$ cat config.mk
export PLATFORM = sky130hd
export DESIGN_NAME = dmx_channel_crossfade_top
export DESIGN_NICKNAME = d
export VERILOG_FILES = /design/src/sv/dcf_pkg.sv /design/src/sv/dmx_channel_crossfade_top.sv /design/src/sv/dcf_divider.sv /design/src/sv/dcf_level_mem.sv
export SDC_FILE = /design/constraint.sdc
export NUM_CORES = 2
export LEC_CHECK = 0
export BUFFER_PORTS_ARGS = -buffer_cell sky130_fd_sc_hd__buf_4
export CAP_MARGIN = 40
export CORE_MARGIN = 4
export CORE_UTILIZATION = 50
export CTS_CLUSTER_DIAMETER = 80
export DETAILED_ROUTE_END_ITERATION = 12
export PLACE_DENSITY = 0.73
export SYNTH_ARGS = -nofsm -noshare
export SYNTH_HDL_FRONTEND = slang
export SYNTH_HIERARCHICAL = 1
export SYNTH_SLANG_ARGS = --single-unit
$ cat constraint.sdc
create_clock -name clk -period 9.2 [get_ports clk]
set_clock_uncertainty 0.05 [all_clocks]
set_input_delay 1.38 -clock clk [delete_from_list [all_inputs] [get_ports clk]]
set_output_delay 1.38 -clock clk [all_outputs]
set_load 0.02 [all_outputs]
$ cat src/sv/dcf_pkg.sv
`default_nettype none
package dcf_pkg;

  // Channel store geometry
  localparam int MAX_CHANNELS = 64;
  localparam int CH_W         = 6;
  localparam int CFG_W        = 7;
  localparam int LEVEL_IN_W   = 8;
  localparam int SECS_W       = 8;

  // Fixed-point formats: level Q8.16 unsigned, step Q9.16 signed
  localparam int FRAC_W   = 16;
  localparam int LEVEL_W  = 24;
  localparam int STEP_W   = 25;
  localparam int SUM_W    = 26;
  localparam int MEM_W    = LEVEL_W + STEP_W;

  // Divider operands: dividend is the level difference in Q8.16,
  // divisor is seconds times ticks per second
  localparam int QUOT_W   = 24;
  localparam int DIVR_W   = 15;
  localparam int DCNT_W   = 5;

  localparam int unsigned TICKS_PER_SEC   = 100;
  localparam logic [CFG_W-1:0] CFG_RESET  = 7'd60;
  localparam logic [CFG_W-1:0] CFG_MAX    = 7'(MAX_CHANNELS);
  localparam logic [STEP_W-1:0] LEVEL_MAX_Q = 25'h0FF0000;

  typedef enum logic [2:0] {
    ST_IDLE,
    ST_DIV,
    ST_LOAD_WR,
    ST_TICK_RD,
    ST_TICK_WB
  } dcf_state_t;

  typedef enum logic {
    FUNC_LOAD = 1'b0,
    FUNC_TICK = 1'b1
  } dcf_func_t;

  typedef struct packed {
    logic                  func;
    logic [CH_W-1:0]       channel;
    logic [LEVEL_IN_W-1:0] current_level;
    logic [LEVEL_IN_W-1:0] target_level;
    logic [SECS_W-1:0]     fade_seconds;
  } dcf_in_t;

  typedef struct packed {
    logic [CH_W-1:0]       out_channel;
    logic [LEVEL_IN_W-1:0] level;
    logic                  last;
  } dcf_out_t;

  typedef struct packed {
    logic              start;
    logic [QUOT_W-1:0] dividend;
    logic [DIVR_W-1:0] divisor;
  } dcf_div_req_t;

  typedef struct packed {
    logic              done;
    logic [QUOT_W-1:0] quotient;
  } dcf_div_rsp_t;

  typedef struct packed {
    logic             en;
    logic [CH_W-1:0]  addr;
    logic [MEM_W-1:0] data;
  } dcf_mem_wr_t;

endpackage
`default_nettype wire

$ cat src/sv/dmx_channel_crossfade_top.sv
// Load word: busy through the divider (24 divider steps, plus setup and write-back),
//   or only for the write-back when the fade length is zero; produces no result.
// Tick word: one result per channel in use (memory read, then add/clamp/write),
//   walking channels 0 to N-1 for N channels; no result when N is zero.
// Results are strobed for one cycle on out_valid; the receiver cannot stall.
// Synchronous active-low reset: all levels and steps read as zero, 60 channels.
`default_nettype none
module dmx_channel_crossfade_top
  import dcf_pkg::*;
(
  input  wire logic             clk,
  input  wire logic             rst_n,
  input  wire logic             start,
  output logic                  busy,
  input  wire dcf_in_t          in_word,
  output logic                  out_valid,
  output dcf_out_t              out_word,
  input  wire logic             cfg_we,
  input  wire logic [CFG_W-1:0] cfg_wdata
);

  dcf_state_t state_r, state_nxt;

  logic [CFG_W-1:0]      cfg_r;
  logic [CFG_W-1:0]      n_r, n_nxt;
  logic [CH_W-1:0]       idx_r, idx_nxt;
  logic [CH_W-1:0]       ch_r, ch_nxt;
  logic [LEVEL_IN_W-1:0] cur_r, cur_nxt;
  logic                  neg_r, neg_nxt;
  logic [STEP_W-1:0]     step_r, step_nxt;
  logic                  out_valid_r, out_valid_nxt;
  dcf_out_t              out_word_r, out_word_nxt;

  logic                  accept;
  logic [CFG_W-1:0]      n_sat;
  logic [LEVEL_IN_W-1:0] mag;
  logic                  last_ch;

  dcf_div_req_t div_req;
  dcf_div_rsp_t div_rsp;
  dcf_mem_wr_t  mem_wr;
  logic         mem_rd_en;
  logic [MEM_W-1:0] mem_rd_data;

  logic [LEVEL_W-1:0] lvl_old;
  logic [STEP_W-1:0]  lvl_step;
  logic [SUM_W-1:0]   sum;
  logic [LEVEL_W-1:0] lvl_new;

  dcf_divider u_div (
    .clk (clk),
    .rst_n (rst_n),
    .req (div_req),
    .rsp (div_rsp)
  );

  dcf_level_mem u_mem (
    .clk     (clk),
    .rst_n   (rst_n),
    .wr      (mem_wr),
    .rd_en   (mem_rd_en),
    .rd_addr (idx_r),
    .rd_data (mem_rd_data)
  );

  assign busy   = (state_r != ST_IDLE);
  assign accept = start && !busy;

  // Saturate the channel count to the store size
  assign n_sat   = (cfg_r > CFG_MAX) ? CFG_MAX : cfg_r;
  assign mag     = (in_word.target_level >= in_word.current_level) ?
                   in_word.target_level - in_word.current_level :
                   in_word.current_level - in_word.target_level;
  assign last_ch = (({1'b0, idx_r} + CFG_W'(1)) == n_r);

  // Add the step and clamp to 0 .. 255.0
  always_comb begin
    lvl_old  = mem_rd_data[MEM_W-1 -: LEVEL_W];
    lvl_step = mem_rd_data[STEP_W-1:0];
    sum      = {2'b00, lvl_old} + {lvl_step[STEP_W-1], lvl_step};
    if (sum[SUM_W-1]) begin
      lvl_new = '0;
    end else if (sum[STEP_W-1:0] > LEVEL_MAX_Q) begin
      lvl_new = LEVEL_W'(LEVEL_MAX_Q);
    end else begin
      lvl_new = sum[LEVEL_W-1:0];
    end
  end

  // Next state
  always_comb begin
    state_nxt = state_r;
    case (state_r)
      ST_IDLE: begin
        if (accept) begin
          if (in_word.func == FUNC_TICK) begin
            state_nxt = (n_sat == '0) ? ST_IDLE : ST_TICK_RD;
          end else if (in_word.fade_seconds == '0) begin
            state_nxt = ST_LOAD_WR;
          end else begin
            state_nxt = ST_DIV;
          end
        end
      end
      ST_DIV:     state_nxt = div_rsp.done ? ST_LOAD_WR : ST_DIV;
      ST_LOAD_WR: state_nxt = ST_IDLE;
      ST_TICK_RD: state_nxt = ST_TICK_WB;
      ST_TICK_WB: state_nxt = last_ch ? ST_IDLE : ST_TICK_RD;
      default:    state_nxt = ST_IDLE;
    endcase
  end

  // Control outputs: divider start, memory ports, result strobe
  always_comb begin
    div_req.start    = 1'b0;
    div_req.dividend = {mag, FRAC_W'(0)};
    div_req.divisor  = DIVR_W'({7'd0, in_word.fade_seconds} * DIVR_W'(TICKS_PER_SEC));
    mem_wr.en        = 1'b0;
    mem_wr.addr      = ch_r;
    mem_wr.data      = {cur_r, FRAC_W'(0), step_r};
    mem_rd_en        = 1'b0;
    out_valid_nxt    = 1'b0;
    case (state_r)
      ST_IDLE: begin
        div_req.start = accept && (in_word.func == FUNC_LOAD) &&
                        (in_word.fade_seconds != '0);
      end
      ST_LOAD_WR: begin
        mem_wr.en = 1'b1;
      end
      ST_TICK_RD: begin
        mem_rd_en = 1'b1;
      end
      ST_TICK_WB: begin
        mem_wr.en     = 1'b1;
        mem_wr.addr   = idx_r;
        mem_wr.data   = {lvl_new, lvl_step};
        out_valid_nxt = 1'b1;
      end
      default: begin
      end
    endcase
  end

  // Datapath registers
  always_comb begin
    n_nxt        = n_r;
    idx_nxt      = idx_r;
    ch_nxt       = ch_r;
    cur_nxt      = cur_r;
    neg_nxt      = neg_r;
    step_nxt     = step_r;
    out_word_nxt = out_word_r;
    case (state_r)
      ST_IDLE: begin
        if (accept) begin
          n_nxt    = n_sat;
          idx_nxt  = '0;
          ch_nxt   = in_word.channel;
          cur_nxt  = in_word.current_level;
          neg_nxt  = (in_word.target_level < in_word.current_level);
          step_nxt = '0;
        end
      end
      ST_DIV: begin
        if (div_rsp.done) begin
          step_nxt = neg_r ? STEP_W'(-{1'b0, div_rsp.quotient}) :
                             STEP_W'({1'b0, div_rsp.quotient});
        end
      end
      ST_TICK_WB: begin
        out_word_nxt.out_channel = idx_r;
        out_word_nxt.level       = lvl_new[LEVEL_W-1 -: LEVEL_IN_W];
        out_word_nxt.last        = last_ch;
        idx_nxt                  = idx_r + CH_W'(1);
      end
      default: begin
      end
    endcase
  end

  always_ff @(posedge clk) begin
    if (!rst_n) begin
      state_r     <= ST_IDLE;
      cfg_r       <= CFG_RESET;
      out_valid_r <= 1'b0;
    end else begin
      state_r     <= state_nxt;
      out_valid_r <= out_valid_nxt;
      if (cfg_we) begin
        cfg_r <= cfg_wdata;
      end
    end
    n_r        <= n_nxt;
    idx_r      <= idx_nxt;
    ch_r       <= ch_nxt;
    cur_r      <= cur_nxt;
    neg_r      <= neg_nxt;
    step_r     <= step_nxt;
    out_word_r <= out_word_nxt;
  end

  assign out_valid = out_valid_r;
  assign out_word  = out_word_r;

  // The last word of a tick coincides with the return to idle
  a_last_idle: assert property (@(posedge clk) disable iff (!rst_n)
    out_valid && out_word.last |-> !busy)
    else $error("last word shown while walk still running");

  // Channel words are spaced by the read cycle
  a_spacing: assert property (@(posedge clk) disable iff (!rst_n)
    out_valid && !out_word.last |=> !out_valid)
    else $error("back-to-back result words");

  // Reported channel lies within the walked range
  a_ch_range: assert property (@(posedge clk) disable iff (!rst_n)
    out_valid |-> ({1'b0, out_word.out_channel} < n_r))
    else $error("reported channel beyond channels in use");

  // Words in a walk come in ascending channel order
  a_order: assert property (@(posedge clk) disable iff (!rst_n)
    out_valid && !out_word.last |=> ##1
      (out_valid && out_word.out_channel == $past(out_word.out_channel, 2) + CH_W'(1)))
    else $error("channel walk out of order");

endmodule
`default_nettype wire

$ cat src/sv/dcf_divider.sv
`default_nettype none
module dcf_divider
  import dcf_pkg::*;
(
  input  wire logic         clk,
  input  wire logic         rst_n,
  input  wire dcf_div_req_t req,
  output dcf_div_rsp_t      rsp
);

  logic              busy_r, busy_nxt;
  logic              done_r, done_nxt;
  logic [DCNT_W-1:0] count_r, count_nxt;
  logic [DIVR_W-1:0] rem_r, rem_nxt;
  logic [QUOT_W-1:0] quo_r, quo_nxt;
  logic [DIVR_W-1:0] divisor_r, divisor_nxt;

  logic [DIVR_W:0]   rem_sh;
  logic              ge;

  // One restoring step: shift in the next dividend bit, subtract if it fits
  always_comb begin
    rem_sh = {rem_r, quo_r[QUOT_W-1]};
    ge     = (rem_sh >= {1'b0, divisor_r});
  end

  always_comb begin
    busy_nxt    = busy_r;
    done_nxt    = 1'b0;
    count_nxt   = count_r;
    rem_nxt     = rem_r;
    quo_nxt     = quo_r;
    divisor_nxt = divisor_r;
    if (req.start) begin
      busy_nxt    = 1'b1;
      count_nxt   = '0;
      rem_nxt     = '0;
      quo_nxt     = req.dividend;
      divisor_nxt = req.divisor;
    end else if (busy_r) begin
      rem_nxt   = ge ? DIVR_W'(rem_sh - {1'b0, divisor_r}) : DIVR_W'(rem_sh);
      quo_nxt   = {quo_r[QUOT_W-2:0], ge};
      count_nxt = count_r + DCNT_W'(1);
      if (count_r == DCNT_W'(QUOT_W - 1)) begin
        busy_nxt = 1'b0;
        done_nxt = 1'b1;
      end
    end
  end

  always_ff @(posedge clk) begin
    if (!rst_n) begin
      busy_r  <= 1'b0;
      done_r  <= 1'b0;
      count_r <= '0;
    end else begin
      busy_r  <= busy_nxt;
      done_r  <= done_nxt;
      count_r <= count_nxt;
    end
    rem_r     <= rem_nxt;
    quo_r     <= quo_nxt;
    divisor_r <= divisor_nxt;
  end

  assign rsp.done     = done_r;
  assign rsp.quotient = quo_r;

  // A finished division leaves the unit idle
  a_done_idle: assert property (@(posedge clk) disable iff (!rst_n)
    done_r |-> !busy_r)
    else $error("divider done while still stepping");

  // Remainder stays below the divisor during stepping
  a_rem_bound: assert property (@(posedge clk) disable iff (!rst_n)
    busy_r && !$past(req.start) |-> rem_r < divisor_r || divisor_r == '0)
    else $error("divider remainder out of range");

  // A start is only issued to an idle unit
  a_start_idle: assert property (@(posedge clk) disable iff (!rst_n)
    req.start |-> !busy_r)
    else $error("divider started while busy");

endmodule
`default_nettype wire

$ cat src/sv/dcf_level_mem.sv
`default_nettype none
module dcf_level_mem
  import dcf_pkg::*;
(
  input  wire logic             clk,
  input  wire logic             rst_n,
  input  wire dcf_mem_wr_t      wr,
  input  wire logic             rd_en,
  input  wire logic [CH_W-1:0]  rd_addr,
  output logic      [MEM_W-1:0] rd_data
);

  logic [MEM_W-1:0]        mem [MAX_CHANNELS];
  logic [MAX_CHANNELS-1:0] valid_r;
  logic [MEM_W-1:0]        rd_data_r;
  logic                    rd_valid_r;

  // Write port
  always_ff @(posedge clk) begin
    if (wr.en) begin
      mem[wr.addr] <= wr.data;
    end
  end

  // Mark written entries; reset clears the whole row of flags at once
  always_ff @(posedge clk) begin
    if (!rst_n) begin
      valid_r <= '0;
    end else if (wr.en) begin
      valid_r[wr.addr] <= 1'b1;
    end
  end

  // Registered read port
  always_ff @(posedge clk) begin
    if (rd_en) begin
      rd_data_r  <= mem[rd_addr];
      rd_valid_r <= valid_r[rd_addr];
    end
  end

  // Entries never written read as zero level, zero step
  assign rd_data = rd_valid_r ? rd_data_r : '0;

endmodule
`default_nettype wire

==> impl_results.md <==
- CP max stage delay: 650 ps
- Sum Neg Setup Slack: 0 ps
- Mean area per synthesized cell: 20.3 µm²
- Crit path buffers/inverters: 4
- CTS tree: done
- Synth top area cells: edfxtp_1 (74%), mux4_2 (12%), dfxtp_1 (1.5%), mux2i_1 (1.4%), ha_1 (0.84%)
- Initial Utilization: 50.3%
- Hold-fix buffers, CTS: 0
- # port buffers: 58
- Post-CTS sizing: 0
- WP data arrival: 6070 ps
- Final nets: 7063
- First-pass GRT wire length: 534000 µm
- Slew Viols, Final: 0
- Required @ worst endpoint: 9740 ps
- Routed WL per cell: 35.0 µm
- Initial antenna violation count: 20
- DP Wirelength: 224000 µm
- Final instance area: 0.152 mm²
- DRT iter0 DRCs: 10800
- ANT nets after route: 0
- Number of buffers created by CTS: 351
- Sink Count: 3390
- WS Path Type: flop to flop
- Max-cap violations: 0
- Post-Syn Area: 0.134 mm²
- Root Buffer: clkbuf_16
- Clock tree buffer depth: 4
- Die height: 525 µm
- Remaining global-route overflow: 0
- Slew headroom: 33.2%
- Chip width: 525 µm
- Detailed Route WL: 376000 µm
- Peak Freq: 181 MHz
- Ys async rst share: 0%
- Crit-path leading delay family: simple AND/OR/NAND/NOR gates
- Fin crit period: 5530 ps
- Cell Chain, Critical Path: buf_4 > and2_1 > ha_1 > inv_1 > fa_1 > nor2b_1 > o31a_1 > nor2_1 > or4_1 > or4_4 > nor4_4 > nor4_4 > buf_4 > nor4_2 > buf_4
- Worst slew pin tran: 1000 ps
- PwrDens: 229 mW/mm²
- Reg clk slew, reported paths: 60 ps
- Crit path top cell by count: buf_4
- Post-Synthesis Cells: 6584
- Top Ports: 59
- Most used DFF post-synth: edfxtp_1
- Synth area leader: edfxtp_1
- Worst VDD drop: 164 µV
- DR pass1 iterations: 6
- Crit. End Element: flop
- Final setup fails: 0
- Worst-Skew Late Latency: 970 ps
- Largest net degree at the start of global routing: 122
- Hold/Removal Path Class: flop to flop
- Vias after detailed routing: 70900
- Layout cells sized above 1: 24.3%
- CP Max Fanout: 64
- Synth warnings: 6
- Vias in the first global route: 70100
- Sequential element share of the synthesized area: 75.4%
- H-tree Lvls: 5
- Setup bufs post-CTS: 0
- Final worst-path cycle share: 60.1%
- GPL Wtd Cong: 0.894
- Total Die Area: 0.276 mm²
- Row count: 189
- Core ar.: 0.266 mm²
- Outcome: completed
- DR vias/cell: 6.59
- Netlist cell types: 92
- GRT Util Overall: 27.1%
- Placement Setup Slack: 3950 ps
- Placed Area: 0.141 mm²
- Area Overhead vs Synth: 13.6%
- CP Launch Type: flop
- CP max stage cell: buf_4
- Unrepaired setup endpoints after global routing: no
- #FFs+latches synth: 3390
- DRC: 0
- Share of the synthesized area in the top cell type: 73.9%
- Static Leak: 45.9 nW
- Min Hold Slack: 408 ps
- Final hold vios: 0
- PnR worst setup slack: 3670 ps
- Post-synth EDFFs: 3293
## synth_stat cells (49+ instances only)
cell type,instances
a211oi_1,55
a21oi_1,67
a221oi_1,84
a22oi_1,90
and2_1,60
and3_1,50
buf_2,102
clkbuf_1,160
dfxtp_1,97
edfxtp_1,3293
ha_1,90
inv_1,69
mux2_2,55
mux2i_1,192
mux4_2,724
nand2_1,275
nor2_1,197
nor2b_1,86
o21a_1,74
o21ai_0,51
o221ai_1,76
o22ai_1,116
xor2_1,49
## kinds of logic (layout without fill, tap and decap cells)
kind of cell               Yosys count  count (layout)  share of synthesized area [%]
and+or+nand+nor                    860             860                           3.19
buffers and inverters              435            1030                           1.73
AOI/OAI and AO/OA                  755             755                           4.17
other                                1              35                        0.00280
DFF                               3390            3390                           75.4
adders and majority gates           97              97                          0.947
xor gates and xnor gates            75              75                          0.491
muxes                              971             971                           14.1
## path summary, 6_finish.rpt
check / start / to / slack, ps / depth (start not counted)
worst max-delay path: u_mem/rd_valid_r / u_mem/mem[35][36] / 3670 / 15
worst min-delay path: u_mem/valid_r[39] / u_mem/valid_r[39] / 410 / 1
worst max register to register: u_mem/rd_valid_r / u_mem/mem[35][36] / 3670 / 15
worst min register to register: u_mem/valid_r[39] / u_mem/valid_r[39] / 410 / 1
## layout by cell type, fill, tap and decap left out, types with 70 or more instances in the layout
cell / n
a221oi_1: 84
a22oi_1: 90
buf_4: 260
clkbuf_1: 71
clkbuf_16: 358
clkinv_1: 75
dfxtp_1: 97
edfxtp_1: 3293
ha_1: 90
mux2i_1: 192
mux4_2: 724
nand2_1: 256
nor2_1: 127
nor2_4: 70
nor2b_1: 84
o21a_1: 74
o221ai_1: 76
o22ai_1: 116
## final cells by class
class                           count  area [µm²]
Fill cell                       18800      114000
Sequential cell                  3390      101000
Multi-Input combinational cell   2776       31500
Clock buffer                      440        9380
Tap cell                         3533        4420
Timing Repair Buffer              336        3750
Clock inverter                    185        1760
Inverter                           69         259
Antenna cell                       17        42.5
## flip-flops by register name, summed over array words and instances, names as in the netlist, 8 cells and up
signal and cells:
u_div/rem_r 15, cur_r 8, u_div/divisor_r 15, u_mem/valid_r 64, u_mem/rd_data_r 49, u_div/quo_r 24
out_word 15, step_r 25, u_mem/mem 3136
## through the flow
stage	cells	power, W	utilization, %
2_1_floorplan	6601	0.0199	-
3_3_place_gp	10000	0.0211	52.3
3_5_place_dp	10100	0.0213	52.9
4_1_cts	10700	0.0349	57.1
5_1_grt	10700	0.0358	57.1
6_report	10700	0.0348	57.1
## routing by layer
metal | up-vias | track usage, % | part of all wire, %
met5 | - | 0 | 0.015
li1 | 28100 | - | -
met4 | 8 | 14.7 | 6.4
met1 | 36800 | 36.2 | 35
met3 | 921 | 6.05 | 12
met2 | 5026 | 41.9 | 47
## where the power goes
group          switching, W  internal (W)  total (W)
Clock               0.00573       0.00812     0.0139
Combinational       0.00238       0.00115    0.00353
Sequential         0.000104        0.0173     0.0174
Total               0.00821        0.0266     0.0348
Note: power is estimated with default switching activity, not from simulation.
